`src/sv/scalar_kalman_filter_unit_defines.svh`:
```
// Assertion helpers, sampled on i_clk and disabled while i_rst_n is low.
`ifndef SCALAR_KALMAN_FILTER_UNIT_DEFINES_SVH
`define SCALAR_KALMAN_FILTER_UNIT_DEFINES_SVH

// Condition must hold at every clock edge.
`define SKF_ASSERT_ALWAYS(label, cond, msg) \
    label: assert property (@(posedge i_clk) disable iff (!i_rst_n) (cond)) else $error(msg);

// Antecedent implies consequent in the same cycle.
`define SKF_ASSERT_IMP(label, ante, cons, msg) \
    label: assert property (@(posedge i_clk) disable iff (!i_rst_n) (ante) |-> (cons)) \
        else $error(msg);

`endif

```
`src/sv/skf_pkg.sv`:
```
package skf_pkg;

    localparam int DATA_W      = 32;
    localparam int GAIN_BITS   = 16;
    localparam int GAIN_W      = GAIN_BITS + 1;
    localparam logic [GAIN_W-1:0] GAIN_ONE = GAIN_W'(1) << GAIN_BITS;

    localparam int IN_TDATA_W  = 32;
    localparam int OUT_TDATA_W = 88;

    localparam int CFG_IDX_W   = 2;
    localparam logic [CFG_IDX_W-1:0] REG_INIT_EST  = 2'd0;
    localparam logic [CFG_IDX_W-1:0] REG_INIT_COV  = 2'd1;
    localparam logic [CFG_IDX_W-1:0] REG_PROC_NOISE = 2'd2;
    localparam logic [CFG_IDX_W-1:0] REG_MEAS_NOISE = 2'd3;

    localparam logic [DATA_W-1:0] RST_INIT_EST   = 32'd0;
    localparam logic [DATA_W-1:0] RST_INIT_COV   = 32'd65536;
    localparam logic [DATA_W-1:0] RST_PROC_NOISE = 32'd6554;
    localparam logic [DATA_W-1:0] RST_MEAS_NOISE = 32'd65536;

    localparam int MUL_A_W = DATA_W + 2;
    localparam int MUL_B_W = GAIN_W + 1;
    localparam int MUL_P_W = MUL_A_W + MUL_B_W;

    typedef struct packed {
        logic              start;
        logic [DATA_W-1:0] num;
        logic [DATA_W:0]   den;
    } t_div_req;

endpackage

```
`src/sv/scalar_kalman_filter_unit.sv`:
```
// Scalar Kalman filter, constant-state model, Q16.16 values with a Q1.16 gain.
// One sample is accepted, then the unit is busy and takes no new sample: one
// predict state, one divider setup state, the restoring divider (17 gain
// bits, one per cycle, then a done strobe), two passes through the shared
// 34x18 multiplier and one write-back state; the next sample is taken in the
// cycle after write-back at the earliest.
// The result sits in an output register, so a new sample can be accepted while
// the previous result waits; write-back stalls only if that result is still
// not taken. Any configuration write reloads the estimate and covariance from
// the initial registers.
`include "scalar_kalman_filter_unit_defines.svh"

module scalar_kalman_filter_unit (
    input  logic                               i_clk,
    input  logic                               i_rst_n,
    input  logic                               i_s_axis_tvalid,
    output logic                               o_s_axis_tready,
    // [31:0] sample
    input  logic [skf_pkg::IN_TDATA_W-1:0]     i_s_axis_tdata,
    output logic                               o_m_axis_tvalid,
    input  logic                               i_m_axis_tready,
    // [31:0] estimate, [63:32] covariance, [80:64] gain, [87:81] zero
    output logic [skf_pkg::OUT_TDATA_W-1:0]    o_m_axis_tdata,
    input  logic                               i_cfg_we,
    input  logic [skf_pkg::CFG_IDX_W-1:0]      i_cfg_idx,
    input  logic [skf_pkg::DATA_W-1:0]         i_cfg_data
);
    import skf_pkg::*;

    typedef enum logic [2:0] {
        ST_IDLE,
        ST_PRED,
        ST_GO,
        ST_DIV,
        ST_MUL1,
        ST_MUL2,
        ST_FIN
    } t_state;

    t_state r_state;

    logic [DATA_W-1:0] r_init_est;
    logic [DATA_W-1:0] r_init_cov;
    logic [DATA_W-1:0] r_proc_noise;
    logic [DATA_W-1:0] r_meas_noise;
    logic [DATA_W-1:0] r_x;
    logic [DATA_W-1:0] r_p;
    logic [DATA_W-1:0] r_sample;
    logic [DATA_W-1:0] r_p1;
    logic [GAIN_W-1:0] r_gain;
    logic [DATA_W-1:0] r_x_new;
    logic              r_out_valid;
    logic [OUT_TDATA_W-1:0] r_out_data;

    logic [DATA_W:0]   w_p1_sum;
    logic [DATA_W-1:0] w_p1_sat;
    logic [DATA_W:0]   w_diff;
    t_div_req          w_div_req;
    logic              w_div_done;
    logic [GAIN_W-1:0] w_div_quot;
    logic signed [MUL_A_W-1:0] w_mul_a;
    logic signed [MUL_B_W-1:0] w_mul_b;
    logic signed [MUL_P_W-1:0] w_mul_p;
    logic [DATA_W-1:0] w_p_new;
    logic              w_in_accept;
    logic              w_out_fire;

    assign w_p1_sum = {1'b0, r_p} + {1'b0, r_proc_noise};
    assign w_p1_sat = w_p1_sum[DATA_W] ? '1 : w_p1_sum[DATA_W-1:0];
    assign w_diff   = {r_sample[DATA_W-1], r_sample} - {r_x[DATA_W-1], r_x};

    always_comb begin
        w_div_req.start = (r_state == ST_GO);
        w_div_req.num   = r_p1;
        w_div_req.den   = {1'b0, r_p1} + {1'b0, r_meas_noise};
    end

    skf_div u_div (
        .i_clk   (i_clk),
        .i_rst_n (i_rst_n),
        .i_req   (w_div_req),
        .o_done  (w_div_done),
        .o_quot  (w_div_quot)
    );

    always_comb begin
        if (r_state == ST_MUL1) begin
            w_mul_a = {w_diff[DATA_W], w_diff};
            w_mul_b = {1'b0, r_gain};
        end else begin
            w_mul_a = {2'b00, r_p1};
            w_mul_b = {1'b0, GAIN_ONE - r_gain};
        end
    end

    skf_mul u_mul (
        .i_clk (i_clk),
        .i_a   (w_mul_a),
        .i_b   (w_mul_b),
        .o_p   (w_mul_p)
    );

    assign w_p_new     = w_mul_p[GAIN_BITS +: DATA_W];
    assign w_in_accept = i_s_axis_tvalid && o_s_axis_tready;
    assign w_out_fire  = (r_state == ST_FIN) && (!r_out_valid || i_m_axis_tready);

    always_ff @(posedge i_clk) begin
        if (!i_rst_n) begin
            r_state      <= ST_IDLE;
            r_out_valid  <= 1'b0;
            r_init_est   <= RST_INIT_EST;
            r_init_cov   <= RST_INIT_COV;
            r_proc_noise <= RST_PROC_NOISE;
            r_meas_noise <= RST_MEAS_NOISE;
            r_x          <= RST_INIT_EST;
            r_p          <= RST_INIT_COV;
        end else begin
            if (w_out_fire) begin
                r_out_valid <= 1'b1;
            end else if (r_out_valid && i_m_axis_tready) begin
                r_out_valid <= 1'b0;
            end
            unique case (r_state)
                ST_IDLE: begin
                    if (w_in_accept) begin
                        r_sample <= i_s_axis_tdata[DATA_W-1:0];
                        r_state  <= ST_PRED;
                    end
                end
                ST_PRED: begin
                    r_p1    <= w_p1_sat;
                    r_state <= ST_GO;
                end
                ST_GO: begin
                    r_state <= ST_DIV;
                end
                ST_DIV: begin
                    if (w_div_done) begin
                        r_gain  <= w_div_quot;
                        r_state <= ST_MUL1;
                    end
                end
                ST_MUL1: begin
                    r_state <= ST_MUL2;
                end
                ST_MUL2: begin
                    r_x_new <= r_x + w_mul_p[GAIN_BITS +: DATA_W];
                    r_state <= ST_FIN;
                end
                ST_FIN: begin
                    if (w_out_fire) begin
                        r_out_data  <= {7'd0, r_gain, w_p_new, r_x_new};
                        r_x         <= r_x_new;
                        r_p         <= w_p_new;
                        r_state     <= ST_IDLE;
                    end
                end
                default: r_state <= ST_IDLE;
            endcase
            if (i_cfg_we) begin
                unique case (i_cfg_idx)
                    REG_INIT_EST: begin
                        r_init_est <= i_cfg_data;
                        r_x        <= i_cfg_data;
                        r_p        <= r_init_cov;
                    end
                    REG_INIT_COV: begin
                        r_init_cov <= i_cfg_data;
                        r_x        <= r_init_est;
                        r_p        <= i_cfg_data;
                    end
                    REG_PROC_NOISE: begin
                        r_proc_noise <= i_cfg_data;
                        r_x          <= r_init_est;
                        r_p          <= r_init_cov;
                    end
                    REG_MEAS_NOISE: begin
                        r_meas_noise <= i_cfg_data;
                        r_x          <= r_init_est;
                        r_p          <= r_init_cov;
                    end
                endcase
            end
        end
    end

    assign o_s_axis_tready = (r_state == ST_IDLE);
    assign o_m_axis_tvalid = r_out_valid;
    assign o_m_axis_tdata  = r_out_data;

    `SKF_ASSERT_IMP(a_div_done_in_div, w_div_done, r_state == ST_DIV, "divider done outside DIV")
    `SKF_ASSERT_IMP(a_gain_range, o_m_axis_tvalid, o_m_axis_tdata[80:64] <= GAIN_ONE, "gain above one")
    `SKF_ASSERT_IMP(a_out_from_fin, $rose(r_out_valid), $past(r_state) == ST_FIN, "result not from FIN")

endmodule

```
`src/sv/skf_div.sv`:
```
module skf_div (
    input  logic                          i_clk,
    input  logic                          i_rst_n,
    input  skf_pkg::t_div_req             i_req,
    output logic                          o_done,
    output logic [skf_pkg::GAIN_W-1:0]    o_quot
);
    import skf_pkg::*;

    localparam int STEPS = GAIN_W;
    localparam int CNT_W = $clog2(STEPS + 1);

    logic [DATA_W+1:0] r_rem;
    logic [DATA_W:0]   r_den;
    logic [GAIN_W-1:0] r_quot;
    logic [CNT_W-1:0]  r_cnt;
    logic              r_busy;
    logic              r_done;
    logic              r_zero;

    logic              w_fits;
    logic [DATA_W+1:0] w_diff;

    assign w_fits = r_rem >= {1'b0, r_den};
    assign w_diff = r_rem - (w_fits ? {1'b0, r_den} : '0);

    always_ff @(posedge i_clk) begin
        if (!i_rst_n) begin
            r_busy <= 1'b0;
            r_done <= 1'b0;
        end else begin
            r_done <= 1'b0;
            if (i_req.start) begin
                r_rem  <= {2'b00, i_req.num};
                r_den  <= i_req.den;
                r_zero <= (i_req.den == '0);
                r_quot <= '0;
                r_cnt  <= CNT_W'(STEPS);
                r_busy <= 1'b1;
            end else if (r_busy) begin
                r_rem  <= {w_diff[DATA_W:0], 1'b0};
                r_quot <= {r_quot[GAIN_W-2:0], w_fits};
                r_cnt  <= r_cnt - 1'b1;
                if (r_cnt == CNT_W'(1)) begin
                    r_busy <= 1'b0;
                    r_done <= 1'b1;
                end
            end
        end
    end

    assign o_done = r_done;
    assign o_quot = r_zero ? '0 : r_quot;

endmodule

```
`src/sv/skf_mul.sv`:
```
module skf_mul (
    input  logic                                 i_clk,
    input  logic signed [skf_pkg::MUL_A_W-1:0]   i_a,
    input  logic signed [skf_pkg::MUL_B_W-1:0]   i_b,
    output logic signed [skf_pkg::MUL_P_W-1:0]   o_p
);
    import skf_pkg::*;

    logic signed [MUL_P_W-1:0] r_p;

    always_ff @(posedge i_clk) begin
        r_p <= i_a * i_b;
    end

    assign o_p = r_p;

endmodule

```
`config.mk`:
```
export PLATFORM = sky130hd
export DESIGN_NAME = scalar_kalman_filter_unit
export DESIGN_NICKNAME = d
export VERILOG_FILES = /design/src/sv/skf_pkg.sv /design/src/sv/scalar_kalman_filter_unit.sv /design/src/sv/skf_div.sv /design/src/sv/skf_mul.sv
export VERILOG_INCLUDE_DIRS = /design/src /design/src/sv
export SDC_FILE = /design/constraint.sdc
export NUM_CORES = 2
export LEC_CHECK = 0
export ABC_AREA = 0
export ABC_CLOCK_PERIOD_IN_PS = 8300
export BUFFER_PORTS_ARGS = -buffer_cell sky130_fd_sc_hd__buf_4
export CAP_MARGIN = 20
export CORE_UTILIZATION = 30
export DETAILED_ROUTE_END_ITERATION = 8
export GPL_TIMING_DRIVEN = 0
export HOLD_SLACK_MARGIN = 0.05
export MAX_ROUTING_LAYER = met4
export PLACE_DENSITY = 0.53
export RECOVER_POWER = 25
export SETUP_SLACK_MARGIN = 0.1
export SYNTH_ARGS = -nofsm -noshare
export SYNTH_HDL_FRONTEND = slang
export SYNTH_SLANG_ARGS = --single-unit
```
`constraint.sdc`:
```
create_clock -name i_clk -period 8.3 [get_ports i_clk]
set_input_delay 0.83 -clock i_clk [delete_from_list [all_inputs] [get_ports i_clk]]
set_output_delay 0.83 -clock i_clk [all_outputs]
set_load 0.05 [all_outputs]
```
==> results.sh <==
export IMPL_syn_inst=4914
export IMPL_skew_ns=0.0732
export IMPL_hold_violations=0
export IMPL_drc=0
export IMPL_cts_root_buffer="clkbuf_16"
export IMPL_netlist_area_um2=45400
export IMPL_die_h_um=391
export IMPL_leakage_nw=24.0
export IMPL_wl_met2_um=70400
export IMPL_tightest_slew_ns=2.60
export IMPL_worst_ir_drop_vdd_v=0.000369
export IMPL_coreArea_um2=150000
export IMPL_grt_pass1_wl_um=236000
export IMPL_cpMostUsedCell="fa_1"
export IMPL_ys_async_sr_fraction=0
export IMPL_fin_cells=7323
export IMPL_io_pins=161
export IMPL_placed_area_um2=49600
export IMPL_ys_seq_area_frac=0.289
export IMPL_crit_path_max_fanout=4
export IMPL_sw_frac_of_total=0.407
export IMPL_ys_warn_count=0
export IMPL_routedWlPerCell_um=21.9
export IMPL_switchingPower_w=0.00551
export IMPL_antenna_found_initial=7
export IMPL_wl_met3_um=11600
export IMPL_postCtsHoldBufs=0
export IMPL_clkPwrFrac=0.210
export IMPL_dieArea_um2=153000
export IMPL_drtAntennaViolNets=0
export IMPL_grt_overflow_total=0
export IMPL_min_from="i_s_axis_tdata[19]"
export IMPL_maxCapViolCount=1
export IMPL_relSlewSlack=-0.734
export IMPL_clk_pin_slew_ns=0.06
export IMPL_status="finished, violations left"
export IMPL_synth_seq_cells=514
export IMPL_drive_gt1_frac=0.133
export IMPL_gp_congestion=0.969
export IMPL_layout_setup_ws_ns=-0.806
export IMPL_finalSetupViolCount=21
export IMPL_top_layer="met4"
export IMPL_cp_arrival_ns=9.73
export IMPL_share_comb_of_total_power=0.530
export IMPL_timing_final_crit_share=1.10
export IMPL_max_stage_delay_ns=0.58
export IMPL_cp_required_ns=8.92
export IMPL_drt_iter0_drc=2764
export IMPL_cts_tree="built"
export IMPL_grt_start_max_net_pins=57
export IMPL_synth_cell_types=83
export IMPL_min_period_ns=9.11
export IMPL_ys_flop_type="edfxtp_1"
export IMPL_firstDrtPassIters=6
export IMPL_timing_fmax_mhz=110
export IMPL_via_count=35600
export IMPL_power_internal_w=0.00802
export IMPL_nFillCells=15200
export IMPL_synth_edff_count=284
export IMPL_start_kind="flop"
export IMPL_port_buffer_count=151
export IMPL_endpoint_kind="flop"
export IMPL_cts_sinks=514
export IMPL_clock_latency_ns=0.73
export IMPL_synth_area_per_cell_um2=9.24
export IMPL_htreeDepth=2
export IMPL_hold_path_class="in2reg"
export IMPL_final_util=0.360
export IMPL_vias_per_cell=4.86
export IMPL_violations="max-capacitance violations, max-slew violations, negative setup slack"
export IMPL_fin_nets=6144
export IMPL_place_hpwl_um=129000
export IMPL_post_place_cells=7099
export IMPL_start_util=0.303
export IMPL_drv_slew=33
export IMPL_crit_start="r_sample[2]$_DFFE_PP_"
export IMPL_path_class="reg2reg"
export IMPL_slowest_stage="fa_1"
export IMPL_power_density_nw_per_um2=250
export IMPL_die_w_um=391
export IMPL_seqPwrFrac=0.260
export IMPL_grt_use_total=0.216
export IMPL_grt_pass1_vias=35700
export IMPL_setup_tns_ns=-8.90
export IMPL_m1WireLength_um=70000
export IMPL_synthToLayoutAreaGrowth_pct=19.1
export IMPL_design_area_um2=54100
export IMPL_reg2reg_from="r_sample[2]$_DFFE_PP_"
export IMPL_num_rows=142
export IMPL_cts_buffers=60
export IMPL_clk_path_buf_depth=3
export IMPL_rsz0062_at_grt="true"
export IMPL_wirelength_um=160000
export IMPL_dp_slack_ns=-3.01
## registers in the layout (all words and copies together), names as in the netlist
name / flops
r_proc_noise: 32
u_div.r_den: 33
o_m_axis_tvalid: 1
o_m_axis_tdata: 81
r_p: 32
r_x: 32
r_sample: 32
r_init_est: 32
r_init_cov: 32
u_div.r_cnt: 5
u_div.r_quot: 17
u_div.r_zero: 1
r_p1: 32
r_gain: 17
r_x_new: 32
u_div.r_rem: 34
u_mul.o_p: 32
r_state: 3
u_div.o_done: 1
u_div.r_busy: 1
r_meas_noise: 32
## area by class of cell
cell class / count / area, um^2 / share of cell area
Buffer: 190 / 1040 / 0.0192
Antenna cell: 6 / 15.0 / 0.000278
Multi-Input combinational cell: 3476 / 30300 / 0.561
Inverter: 738 / 2770 / 0.0513
Timing Repair Buffer: 269 / 2130 / 0.0393
Clock inverter: 32 / 437 / 0.00807
Sequential cell: 514 / 13200 / 0.243
Tap cell: 2016 / 2520 / 0.0466
Clock buffer: 82 / 1670 / 0.0308
## stage by stage
step | hold slack, ns | power, W
floorplan | 0.422 | 0.00746
detailed placement | 0.441 | 0.00933
CTS | 0.272 | 0.0131
finish | 0.334 | 0.0135
global route | 0.312 | 0.0144
global placement | 0.444 | 0.00933
## worst max-delay path: cells and delay by family, from the launching register on
family / cells / cell delay, ns
adder cells (fa/ha/maj): 8 / 3.64
AO/OA/AOI/OAI: 14 / 3.22
buffers and inverters: 8 / 0.77
AND/OR/NAND/NOR: 4 / 0.57
flip-flops: 1 / 0.51
XOR/XNOR: 2 / 0.28
## cells in the final DEF (no fill, tap or decap), types with 27 or more instances in the layout
| master | Yosys | layout |
|---|---|---|
| fa_1 | 519 | 504 |
| clkbuf_16 | 0 | 63 |
| nor2_1 | 450 | 435 |
| nand2b_1 | 39 | 37 |
| edfxtp_1 | 284 | 284 |
| nor3_1 | 29 | 27 |
| dfxtp_1 | 230 | 217 |
| a21oi_1 | 269 | 248 |
| o21a_1 | 43 | 42 |
| clkbuf_4 | 0 | 38 |
| clkbuf_1 | 166 | 145 |
| a21o_1 | 97 | 96 |
| mux2i_1 | 44 | 28 |
| nor2b_1 | 112 | 109 |
| clkbuf_2 | 0 | 27 |
| inv_1 | 738 | 720 |
| xnor2_1 | 129 | 107 |
| nand3_1 | 33 | 32 |
| a21boi_0 | 131 | 129 |
| buf_4 | 8 | 206 |
| mux2_2 | 44 | 44 |
| a211oi_1 | 41 | 36 |
| o21ai_0 | 99 | 87 |
| xor2_1 | 76 | 60 |
| ha_1 | 305 | 277 |
| nand2_1 | 769 | 752 |
## cells by family (layout without fill, tap and decap cells)
kind of cell | after synthesis | after routing | share of synthesized area
simple gates | 1557 | 1557 | 0.147
buf+inv | 930 | 1311 | 0.0779
fa+ha+maj | 824 | 824 | 0.313
compound gates | 795 | 795 | 0.113
flops | 514 | 514 | 0.289
xor+xnor | 205 | 205 | 0.0395
mux | 88 | 88 | 0.0206
other cells | 1 | 13 | 0.0000826
## power by group through the flow
stage	Clock [W]	Combinational, W	Sequential (W)
4_1_cts	0.00291	0.00664	0.00351
3_3_place_gp	0	0.00577	0.00357
6_report	0.00285	0.00717	0.00351
2_1_floorplan	0	0.00429	0.00316
5_1_grt	0.00300	0.00792	0.00350
3_5_place_dp	0	0.00577	0.00355
## cell usage after synthesis, types with 41 or more instances
cell type | n | share of area
a21oi_1 | 269 | 0.030
a21boi_0 | 131 | 0.022
ha_1 | 305 | 0.084
clkbuf_1 | 166 | 0.014
inv_1 | 738 | 0.061
o21a_1 | 43 | 0.0071
fa_1 | 519 | 0.23
nor2b_1 | 112 | 0.015
a211oi_1 | 41 | 0.0068
xnor2_1 | 129 | 0.025
mux2i_1 | 44 | 0.0097
o21ai_0 | 99 | 0.011
a21o_1 | 97 | 0.016
xor2_1 | 76 | 0.015
nand2_1 | 769 | 0.064
mux2_2 | 44 | 0.011
nor2_1 | 450 | 0.037
dfxtp_1 | 230 | 0.10
edfxtp_1 | 284 | 0.19
## final timing paths
path / end / slack, ns / cells past startpoint
setup / recovery: u_mul.o_p[46]$_DFF_P_ / -0.81 / 36
hold / removal: r_sample[19]$_DFFE_PP_ / 0.33 / 1
setup reg to reg: u_mul.o_p[46]$_DFF_P_ / -0.81 / 36
hold reg to reg: o_m_axis_tdata[9]$_DFFE_PP_ / 0.45 / 0
## timing repair
item / CTS / global route
gates resized for setup: 257 / 160
pin swaps: 76 / 104
endpoints found under the setup margin: 32 / 28
gates cloned: 1 / 0
setup buffers: 63 / 45
## metal layers
layer  up-vias  global-route usage
met5         -                   -
met4         0              0.0967
met3       292              0.0340
met2      1262               0.326
met1     17500               0.287
li1      16500                   -
(Power assumes the default switching activity.)
